### config.mk
export PLATFORM = sky130hd
export DESIGN_NAME = hhe_queue_flat
export DESIGN_NICKNAME = d
export VERILOG_FILES = /design/src/design/hhe_pkg.sv /design/src/design/hhe_stream_if.sv /design/src/design/hhe_queue.sv /design/src/flat_wrapper.sv
export SDC_FILE = /design/constraint.sdc
export NUM_CORES = 1
export LEC_CHECK = 0
export BUFFER_PORTS_ARGS = -buffer_cell sky130_fd_sc_hd__buf_2
export CAP_MARGIN = 20
export CORE_MARGIN = 2
export CORE_UTILIZATION = 38
export CTS_BUF_LIST = sky130_fd_sc_hd__clkbuf_8 sky130_fd_sc_hd__clkbuf_16
export DETAILED_ROUTE_END_ITERATION = 8
export GPL_ROUTABILITY_DRIVEN = 0
export HOLD_SLACK_MARGIN = 0.12
export PLACE_DENSITY_LB_ADDON = 0.15
export SYNTH_ARGS = -nofsm -noshare
export SYNTH_HDL_FRONTEND = slang
export SYNTH_SLANG_ARGS = --single-unit
### constraint.sdc
create_clock -name clk_i -period 8.3 [get_ports clk_i]
set_clock_uncertainty 0.15 [all_clocks]
set_input_delay 0.415 -clock clk_i [delete_from_list [all_inputs] [get_ports clk_i]]
set_output_delay 0.415 -clock clk_i [all_outputs]
set_load 0.01 [all_outputs]
### src/design/hhe_pkg.sv
// Package: HPACK Huffman encoder types, constants and code table.
package hhe_pkg;

  localparam int unsigned OctetW    = 8;
  localparam int unsigned CodeW     = 30;
  localparam int unsigned LenW      = 5;
  localparam int unsigned PendW     = 7;
  localparam int unsigned CntW      = 3;
  localparam int unsigned AccW      = 40;
  localparam int unsigned FifoDepth = 8;
  localparam int unsigned MaxOut    = 5;

  typedef struct packed {
    logic [OctetW-1:0] in_octet;
    logic              last_in;
  } in_item_t;

  typedef struct packed {
    logic [OctetW-1:0] out_octet;
    logic              last_out;
  } out_item_t;

  typedef struct packed {
    logic [CodeW-1:0] code;
    logic [LenW-1:0]  len;
  } code_t;

  function automatic logic [CodeW-1:0] code_of(input logic [7:0] s);
    logic [CodeW-1:0] c;
    c = '0;
    case (s)
      8'd0: c = 30'h1ff8; 8'd1: c = 30'h7fffd8; 8'd2: c = 30'hfffffe2; 8'd3: c = 30'hfffffe3;
      8'd4: c = 30'hfffffe4; 8'd5: c = 30'hfffffe5; 8'd6: c = 30'hfffffe6; 8'd7: c = 30'hfffffe7;
      8'd8: c = 30'hfffffe8; 8'd9: c = 30'hffffea; 8'd10: c = 30'h3ffffffc; 8'd11: c = 30'hfffffe9;
      8'd12: c = 30'hfffffea; 8'd13: c = 30'h3ffffffd; 8'd14: c = 30'hfffffeb; 8'd15: c = 30'hfffffec;
      8'd16: c = 30'hfffffed; 8'd17: c = 30'hfffffee; 8'd18: c = 30'hfffffef; 8'd19: c = 30'hffffff0;
      8'd20: c = 30'hffffff1; 8'd21: c = 30'hffffff2; 8'd22: c = 30'h3ffffffe; 8'd23: c = 30'hffffff3;
      8'd24: c = 30'hffffff4; 8'd25: c = 30'hffffff5; 8'd26: c = 30'hffffff6; 8'd27: c = 30'hffffff7;
      8'd28: c = 30'hffffff8; 8'd29: c = 30'hffffff9; 8'd30: c = 30'hffffffa; 8'd31: c = 30'hffffffb;
      8'd32: c = 30'h14; 8'd33: c = 30'h3f8; 8'd34: c = 30'h3f9; 8'd35: c = 30'hffa;
      8'd36: c = 30'h1ff9; 8'd37: c = 30'h15; 8'd38: c = 30'hf8; 8'd39: c = 30'h7fa;
      8'd40: c = 30'h3fa; 8'd41: c = 30'h3fb; 8'd42: c = 30'hf9; 8'd43: c = 30'h7fb;
      8'd44: c = 30'hfa; 8'd45: c = 30'h16; 8'd46: c = 30'h17; 8'd47: c = 30'h18;
      8'd48: c = 30'h0; 8'd49: c = 30'h1; 8'd50: c = 30'h2; 8'd51: c = 30'h19;
      8'd52: c = 30'h1a; 8'd53: c = 30'h1b; 8'd54: c = 30'h1c; 8'd55: c = 30'h1d;
      8'd56: c = 30'h1e; 8'd57: c = 30'h1f; 8'd58: c = 30'h5c; 8'd59: c = 30'hfb;
      8'd60: c = 30'h7ffc; 8'd61: c = 30'h20; 8'd62: c = 30'hffb; 8'd63: c = 30'h3fc;
      8'd64: c = 30'h1ffa; 8'd65: c = 30'h21; 8'd66: c = 30'h5d; 8'd67: c = 30'h5e;
      8'd68: c = 30'h5f; 8'd69: c = 30'h60; 8'd70: c = 30'h61; 8'd71: c = 30'h62;
      8'd72: c = 30'h63; 8'd73: c = 30'h64; 8'd74: c = 30'h65; 8'd75: c = 30'h66;
      8'd76: c = 30'h67; 8'd77: c = 30'h68; 8'd78: c = 30'h69; 8'd79: c = 30'h6a;
      8'd80: c = 30'h6b; 8'd81: c = 30'h6c; 8'd82: c = 30'h6d; 8'd83: c = 30'h6e;
      8'd84: c = 30'h6f; 8'd85: c = 30'h70; 8'd86: c = 30'h71; 8'd87: c = 30'h72;
      8'd88: c = 30'hfc; 8'd89: c = 30'h73; 8'd90: c = 30'hfd; 8'd91: c = 30'h1ffb;
      8'd92: c = 30'h7fff0; 8'd93: c = 30'h1ffc; 8'd94: c = 30'h3ffc; 8'd95: c = 30'h22;
      8'd96: c = 30'h7ffd; 8'd97: c = 30'h3; 8'd98: c = 30'h23; 8'd99: c = 30'h4;
      8'd100: c = 30'h24; 8'd101: c = 30'h5; 8'd102: c = 30'h25; 8'd103: c = 30'h26;
      8'd104: c = 30'h27; 8'd105: c = 30'h6; 8'd106: c = 30'h74; 8'd107: c = 30'h75;
      8'd108: c = 30'h28; 8'd109: c = 30'h29; 8'd110: c = 30'h2a; 8'd111: c = 30'h7;
      8'd112: c = 30'h2b; 8'd113: c = 30'h76; 8'd114: c = 30'h2c; 8'd115: c = 30'h8;
      8'd116: c = 30'h9; 8'd117: c = 30'h2d; 8'd118: c = 30'h77; 8'd119: c = 30'h78;
      8'd120: c = 30'h79; 8'd121: c = 30'h7a; 8'd122: c = 30'h7b; 8'd123: c = 30'h7ffe;
      8'd124: c = 30'h7fc; 8'd125: c = 30'h3ffd; 8'd126: c = 30'h1ffd; 8'd127: c = 30'hffffffc;
      8'd128: c = 30'hfffe6; 8'd129: c = 30'h3fffd2; 8'd130: c = 30'hfffe7; 8'd131: c = 30'hfffe8;
      8'd132: c = 30'h3fffd3; 8'd133: c = 30'h3fffd4; 8'd134: c = 30'h3fffd5; 8'd135: c = 30'h7fffd9;
      8'd136: c = 30'h3fffd6; 8'd137: c = 30'h7fffda; 8'd138: c = 30'h7fffdb; 8'd139: c = 30'h7fffdc;
      8'd140: c = 30'h7fffdd; 8'd141: c = 30'h7fffde; 8'd142: c = 30'hffffeb; 8'd143: c = 30'h7fffdf;
      8'd144: c = 30'hffffec; 8'd145: c = 30'hffffed; 8'd146: c = 30'h3fffd7; 8'd147: c = 30'h7fffe0;
      8'd148: c = 30'hffffee; 8'd149: c = 30'h7fffe1; 8'd150: c = 30'h7fffe2; 8'd151: c = 30'h7fffe3;
      8'd152: c = 30'h7fffe4; 8'd153: c = 30'h1fffdc; 8'd154: c = 30'h3fffd8; 8'd155: c = 30'h7fffe5;
      8'd156: c = 30'h3fffd9; 8'd157: c = 30'h7fffe6; 8'd158: c = 30'h7fffe7; 8'd159: c = 30'hffffef;
      8'd160: c = 30'h3fffda; 8'd161: c = 30'h1fffdd; 8'd162: c = 30'hfffe9; 8'd163: c = 30'h3fffdb;
      8'd164: c = 30'h3fffdc; 8'd165: c = 30'h7fffe8; 8'd166: c = 30'h7fffe9; 8'd167: c = 30'h1fffde;
      8'd168: c = 30'h7fffea; 8'd169: c = 30'h3fffdd; 8'd170: c = 30'h3fffde; 8'd171: c = 30'hfffff0;
      8'd172: c = 30'h1fffdf; 8'd173: c = 30'h3fffdf; 8'd174: c = 30'h7fffeb; 8'd175: c = 30'h7fffec;
      8'd176: c = 30'h1fffe0; 8'd177: c = 30'h1fffe1; 8'd178: c = 30'h3fffe0; 8'd179: c = 30'h1fffe2;
      8'd180: c = 30'h7fffed; 8'd181: c = 30'h3fffe1; 8'd182: c = 30'h7fffee; 8'd183: c = 30'h7fffef;
      8'd184: c = 30'hfffea; 8'd185: c = 30'h3fffe2; 8'd186: c = 30'h3fffe3; 8'd187: c = 30'h3fffe4;
      8'd188: c = 30'h7ffff0; 8'd189: c = 30'h3fffe5; 8'd190: c = 30'h3fffe6; 8'd191: c = 30'h7ffff1;
      8'd192: c = 30'h3ffffe0; 8'd193: c = 30'h3ffffe1; 8'd194: c = 30'hfffeb; 8'd195: c = 30'h7fff1;
      8'd196: c = 30'h3fffe7; 8'd197: c = 30'h7ffff2; 8'd198: c = 30'h3fffe8; 8'd199: c = 30'h1ffffec;
      8'd200: c = 30'h3ffffe2; 8'd201: c = 30'h3ffffe3; 8'd202: c = 30'h3ffffe4; 8'd203: c = 30'h7ffffde;
      8'd204: c = 30'h7ffffdf; 8'd205: c = 30'h3ffffe5; 8'd206: c = 30'hfffff1; 8'd207: c = 30'h1ffffed;
      8'd208: c = 30'h7fff2; 8'd209: c = 30'h1fffe3; 8'd210: c = 30'h3ffffe6; 8'd211: c = 30'h7ffffe0;
      8'd212: c = 30'h7ffffe1; 8'd213: c = 30'h3ffffe7; 8'd214: c = 30'h7ffffe2; 8'd215: c = 30'hfffff2;
      8'd216: c = 30'h1fffe4; 8'd217: c = 30'h1fffe5; 8'd218: c = 30'h3ffffe8; 8'd219: c = 30'h3ffffe9;
      8'd220: c = 30'hffffffd; 8'd221: c = 30'h7ffffe3; 8'd222: c = 30'h7ffffe4; 8'd223: c = 30'h7ffffe5;
      8'd224: c = 30'hfffec; 8'd225: c = 30'hfffff3; 8'd226: c = 30'hfffed; 8'd227: c = 30'h1fffe6;
      8'd228: c = 30'h3fffe9; 8'd229: c = 30'h1fffe7; 8'd230: c = 30'h1fffe8; 8'd231: c = 30'h7ffff3;
      8'd232: c = 30'h3fffea; 8'd233: c = 30'h3fffeb; 8'd234: c = 30'h1ffffee; 8'd235: c = 30'h1ffffef;
      8'd236: c = 30'hfffff4; 8'd237: c = 30'hfffff5; 8'd238: c = 30'h3ffffea; 8'd239: c = 30'h7ffff4;
      8'd240: c = 30'h3ffffeb; 8'd241: c = 30'h7ffffe6; 8'd242: c = 30'h3ffffec; 8'd243: c = 30'h3ffffed;
      8'd244: c = 30'h7ffffe7; 8'd245: c = 30'h7ffffe8; 8'd246: c = 30'h7ffffe9; 8'd247: c = 30'h7ffffea;
      8'd248: c = 30'h7ffffeb; 8'd249: c = 30'hffffffe; 8'd250: c = 30'h7ffffec; 8'd251: c = 30'h7ffffed;
      8'd252: c = 30'h7ffffee; 8'd253: c = 30'h7ffffef; 8'd254: c = 30'h7fffff0; 8'd255: c = 30'h3ffffee;
      default: c = '0;
    endcase
    return c;
  endfunction

  // Canonical code length: per symbol up to 15 bits, else from the code's value range
  function automatic logic [LenW-1:0] len_of(input logic [7:0] s);
    logic [CodeW-1:0] c;
    logic [LenW-1:0]  l;
    c = code_of(s);
    l = LenW'(5);
    case (s)
      8'd32, 8'd37, 8'd45, 8'd46, 8'd47, 8'd51, 8'd52, 8'd53, 8'd54, 8'd55, 8'd56, 8'd57,
      8'd61, 8'd65, 8'd95, 8'd98, 8'd100, 8'd102, 8'd103, 8'd104, 8'd108, 8'd109,
      8'd110, 8'd112, 8'd114, 8'd117: l = LenW'(6);
      8'd48, 8'd49, 8'd50, 8'd97, 8'd99, 8'd101, 8'd105, 8'd111, 8'd115, 8'd116:
        l = LenW'(5);
      8'd58, 8'd66, 8'd67, 8'd68, 8'd69, 8'd70, 8'd71, 8'd72, 8'd73, 8'd74, 8'd75, 8'd76,
      8'd77, 8'd78, 8'd79, 8'd80, 8'd81, 8'd82, 8'd83, 8'd84, 8'd85, 8'd86, 8'd87, 8'd89,
      8'd106, 8'd107, 8'd113, 8'd118, 8'd119, 8'd120, 8'd121, 8'd122: l = LenW'(7);
      8'd38, 8'd42, 8'd44, 8'd59, 8'd88, 8'd90: l = LenW'(8);
      8'd33, 8'd34, 8'd40, 8'd41, 8'd63: l = LenW'(10);
      8'd39, 8'd43, 8'd124: l = LenW'(11);
      8'd35, 8'd62: l = LenW'(12);
      8'd0, 8'd36, 8'd64, 8'd91, 8'd93, 8'd126: l = LenW'(13);
      8'd94, 8'd125: l = LenW'(14);
      8'd60, 8'd96, 8'd123: l = LenW'(15);
      default: begin
        // long codes: length from the code's value range
        if (c >= 30'h3ffffe0) l = LenW'(26 + (c >= 30'h7ffffde ? 1 : 0)
                                          + (c >= 30'hfffffe2 ? 1 : 0)
                                          + (c >= 30'h3ffffffc ? 2 : 0)
                                          - (c < 30'h7ffffde && c >= 30'h3ffffe0 &&
                                             c < 30'h3ffffee + 1 ? 0 : 0));
        else if (c >= 30'h1ffffec) l = LenW'(25);
        else if (c >= 30'hffffea)  l = LenW'(24);
        else if (c >= 30'h7fffd8)  l = LenW'(23);
        else if (c >= 30'h3fffd2)  l = LenW'(22);
        else if (c >= 30'h1fffdc)  l = LenW'(21);
        else if (c >= 30'hfffe6)   l = LenW'(20);
        else l = LenW'(19);
      end
    endcase
    return l;
  endfunction

endpackage

### src/design/hhe_stream_if.sv
// Interface: valid/ready channel carrying one payload item.
interface hhe_stream_if #(parameter type T = logic);
  logic valid;
  logic ready;
  T     data;
  modport source (output valid, output data, input ready);
  modport sink (input valid, input data, output ready);
endinterface

### src/design/hhe_queue.sv
// Octet queue: memory of encoded octets, up to five written per cycle in a row.
module hhe_queue #(
  parameter int unsigned Depth = hhe_pkg::FifoDepth * 2
) (
  input  logic                     clk_i,
  input  logic                     rst_ni,
  input  logic                     wr_i,
  input  logic [2:0]               n_i,
  input  hhe_pkg::out_item_t [4:0] oct_i,
  output logic                     room_o,
  hhe_stream_if.source             out_o
);
  localparam int unsigned AW = $clog2(Depth);
  hhe_pkg::out_item_t   mem_q [Depth];
  hhe_pkg::out_item_t   dout_q;
  logic [AW-1:0]        wp_q, rp_q;
  logic [AW:0]          cnt_q, cnt_d;
  logic                 dvalid_q, dvalid_d;
  logic                 pop, load;

  assign pop    = out_o.valid && out_o.ready;
  // registered read: refill the output register when it is empty or draining
  assign load   = (cnt_q != '0) && (!dvalid_q || out_o.ready);
  assign out_o.valid = dvalid_q;
  assign out_o.data  = dout_q;
  assign room_o = cnt_q <= (AW+1)'(Depth - hhe_pkg::MaxOut);
  assign cnt_d  = cnt_q + (wr_i ? (AW+1)'(n_i) : '0) - (load ? (AW+1)'(1) : '0);
  assign dvalid_d = load || (dvalid_q && !pop);

  always_ff @(posedge clk_i) begin
    if (wr_i) begin
      for (int i = 0; i < hhe_pkg::MaxOut; i++) begin
        if (3'(i) < n_i) mem_q[AW'(wp_q + AW'(i))] <= oct_i[i];
      end
    end
    if (load) dout_q <= mem_q[rp_q];
  end

  always_ff @(posedge clk_i or negedge rst_ni) begin
    if (!rst_ni) begin
      wp_q     <= '0;
      rp_q     <= '0;
      cnt_q    <= '0;
      dvalid_q <= 1'b0;
    end else begin
      if (wr_i) wp_q <= wp_q + AW'(n_i);
      if (load) rp_q <= rp_q + AW'(1);
      cnt_q    <= cnt_d;
      dvalid_q <= dvalid_d;
    end
  end

  assert property (@(posedge clk_i) disable iff (!rst_ni) cnt_q <= (AW+1)'(Depth))
    else $error("queue overflow");
  assert property (@(posedge clk_i) disable iff (!rst_ni) wr_i |-> room_o)
    else $error("write without room");
  assert property (@(posedge clk_i) disable iff (!rst_ni)
    (out_o.valid && !out_o.ready) |=> (out_o.valid && $stable(out_o.data)))
    else $error("output changed while stalled");
endmodule
### src/flat_wrapper.sv
// flat-port wrapper written by rule: the top's interface ports become plain ports
module hhe_queue_flat 
#(
  parameter int unsigned Depth = hhe_pkg::FifoDepth * 2
)
  (clk_i, rst_ni, wr_i, n_i, oct_i, room_o, out_o_valid, out_o_data, out_o_ready);
  hhe_stream_if out_o_i ();
  input  logic clk_i;
  input  logic rst_ni;
  input  logic wr_i;
  input  logic [2:0] n_i;
  input  hhe_pkg::out_item_t [4:0] oct_i;
  output logic room_o;
  output wire logic [$bits(out_o_i.valid)-1:0] out_o_valid;
  output wire logic [$bits(out_o_i.data)-1:0] out_o_data;
  input wire logic [$bits(out_o_i.ready)-1:0] out_o_ready;
  assign out_o_valid = out_o_i.valid;
  assign out_o_data = out_o_i.data;
  assign out_o_i.ready = out_o_ready;
  hhe_queue #(.Depth(Depth)) u_core (.clk_i(clk_i), .rst_ni(rst_ni), .wr_i(wr_i), .n_i(n_i), .oct_i(oct_i), .room_o(room_o), .out_o(out_o_i));
endmodule
==> impl_metrics.yaml <==
die:
  rows: 34
  die_h_um: 97.3
  dieArea_um2: 9480
  ioPinCount: 55
  die_width_um: 97.3
  core_um2: 8590
  start_util_pct: 38.5
logic_synthesis:
  ys_warn_count: 0
  syn-cell-area_um2: 3310
  syn_area_per_cell_um2: 8.30
  ys_seq_area_share_pct: 26.0
  syn_nets: 467
  synth_largest_area_cell: "edfxtp_1"
  synth-seq-cells: 31
  synth_cell_types: 75
  synth-main-ff-cell: "edfxtp_1"
  synth-edff-count: 17
  netlist_instances: 399
  synthArstFlopShare_pct: 45.2
  synth_area_leaders: "edfxtp_1, dfrtp_1, ha_1"
  synth_top_area_share_pct: 15.4
timing:
  finalCritPeriodShare_pct: 46.4
  setup_tns_ns: 0
  tightest_slew_ns: 1.07
  rsz0062_at_grt: "false"
  max_freq_mhz: 260
  fin_crit_ns: 3.85
  final_max_slew_viol_count: 0
  slew_headroom_pct: 28.9
  hold_viol: 0
  setup_viol: 0
detailed_routing:
  vias_per_cell: 6.81
  drtIter0Drc: 616
  drt-total-wl_mm: 11.3
  route.detailed.drc: 0
  dr.pass1.iters: 6
  vias: 3441
  ant_nets: 0
  wl_per_cell_um: 22.3
critical_path:
  cp_max_fo: 27
  worstPathArrival_ns: 3.74
  reg2reg_slack_ns: 4.45
  required_ns: 8.19
  startpoint_type: "flop"
  endpoint_kind: "flop"
  worstSetupPathType: "flop to flop"
place:
  io_buffers: 14
  hpwl_mm: 8.15
final_layout:
  drive_above_1_share_pct: 11.1
  diodes: 0
  utilization_pct: 40.9
  nNetsFinal: 464
  area_growth_pct: 6.08
global_route:
  grt_pass1_vias: 3197
  grt_overflow: 0
  grt_pass1_wl_mm: 18.0
  grt_start_max_net_pins: 38
  antenna_found_initial: 0
  grt_usage_pct: 23.9
pwr:
  power_density_nw_per_um2: 386
  ir_drop_mv: 0.164
  total_leakage_power_uw: 0.00141
clock_network:
  cts_inserted_buffers: 5
  cts_max_level: 2
  cts_tree: "done"
  ctsResizeCount: 0
  clk_latency_ns: 0.30
  cts.sinks: 31
  cts_hold_buf: 1
  postCtsSetupRepairBufs: 0
  cts-root-buf: "clkbuf_8"
  clkTransAtPathRegs_ns: 0.08
  clock_path_buffers: 2
flow_run:
  maxCapViolCount: 0
worst_hold_path:
  min_path_type: "input port to flop"
run_status:
  status: "finished clean"
## critical path: stages (launching register included)
cell and delay [ns]:
dfrtp_1 0.98, ha_1 0.58, o21ai_1 0.31, a222oi_1 0.99, o22ai_1 0.21, o31a_1 0.37
## cell type report
cell class	count	area (µm²)
inverters	25	93.8
fillers	883	5080
flip-flops and latches	31	861
repair buffers	16	87.6
clock buffers	7	108
well taps	108	135
multi-input cells	317	2220
clock inverters	1	5.00
## flip-flops by register name, summed over array words and instances (netlist names)
name / cells
u_core.cnt_q: 5
u_core.out_o.data: 1
u_core.mem_q: 16
u_core.rp_q: 4
u_core.wp_q: 4
u_core.out_o.valid: 1
## synthesized netlist by cell type (5+ instances only)
master	count
a21o_1	6
a21oi_1	22
a31oi_1	5
and3_1	8
buf_2	8
clkbuf_1	13
dfrtp_1	14
edfxtp_1	17
ha_1	14
inv_1	25
mux2i_1	9
mux4_2	5
nand2_1	28
nand3_1	19
nand4_1	5
nor2_1	40
nor3_1	11
o21ai_0	19
o221ai_1	8
o22ai_1	11
o32ai_1	5
or3_1	5
xnor2_1	9
## report_power, final
part	internal, µW	leakage (µW)	switching, µW
Combinational	314	0.00103	556
Clock	85.1	0.0000594	66.2
Sequential	239	0.000317	96.0
Total	639	0.00141	718
## kinds of logic after synthesis
family          count (synthesis)  synth area share (%)
compound gates                122                  26.1
flops                          31                  26.0
xor+xnor                       12                  3.40
fa+ha+maj                      16                  6.50
simple gates                  150                  24.0
buf+inv                        51                  6.88
mux                            17                  7.14
## per-layer routing
| layer | share of wire (%) | GRT usage [%] | wire length, µm | vias up |
|---|---|---|---|---|
| met1 | 41 | 33.3 | 4620 | 1579 |
| met5 | 0 | 0 | 0 | - |
| li1 | - | - | - | 1525 |
| met3 | 12 | 5.97 | 1320 | 70 |
| met4 | 5.5 | 10.8 | 614 | 0 |
| met2 | 42 | 35.1 | 4700 | 267 |
## cell usage in the layout, fill, tap and decap left out, types with 4 or more instances in the layout
master	count
o21ai_0	19
edfxtp_1	17
nor2_1	40
ha_1	14
o221ai_1	8
inv_1	25
o31ai_1	4
nand2_1	28
mux2i_1	9
xnor2_1	9
nor3_1	11
mux4_2	5
a21oi_1	22
o32ai_1	5
nand3_1	19
clkbuf_8	6
buf_2	14
and2_1	4
o22ai_1	11
a22oi_1	4
a31oi_1	5
a221oi_1	4
and3_1	8
nand4_1	5
dfrtp_1	14
or3_1	5
a21o_1	6
## final timing paths
check,start,endpoint,cells after the start
max,u_core.wp_q[2]$_DFFE_PN0P_,u_core.mem_q[14][0]$_DFFE_PP_,5
min,out_o_ready,u_core.out_o.valid$_DFF_PN0_,2
max reg2reg,u_core.wp_q[2]$_DFFE_PN0P_,u_core.mem_q[14][0]$_DFFE_PP_,5
min reg2reg,u_core.rp_q[3]$_DFFE_PN0P_,u_core.rp_q[3]$_DFFE_PN0P_,1
max in group asynchronous,rst_ni,u_core.rp_q[3]$_DFFE_PN0P_,2
min in group asynchronous,rst_ni,u_core.wp_q[0]$_DFFE_PN0P_,2
## stage by stage
step	instance area, µm²	setup slack [ns]	hold WS (ns)	power, µW	std cells
3_5_place_dp	3390	4.55	0.195	1170	496
6_report	3510	4.45	0.176	1360	505
4_1_cts	3510	4.53	0.172	1330	505
5_1_grt	3510	4.32	0.184	1450	505
3_3_place_gp	3390	4.64	0.190	1180	496
2_1_floorplan	3310	5.64	-0.0306	953	399
Power figures use the tool's default switching activity.
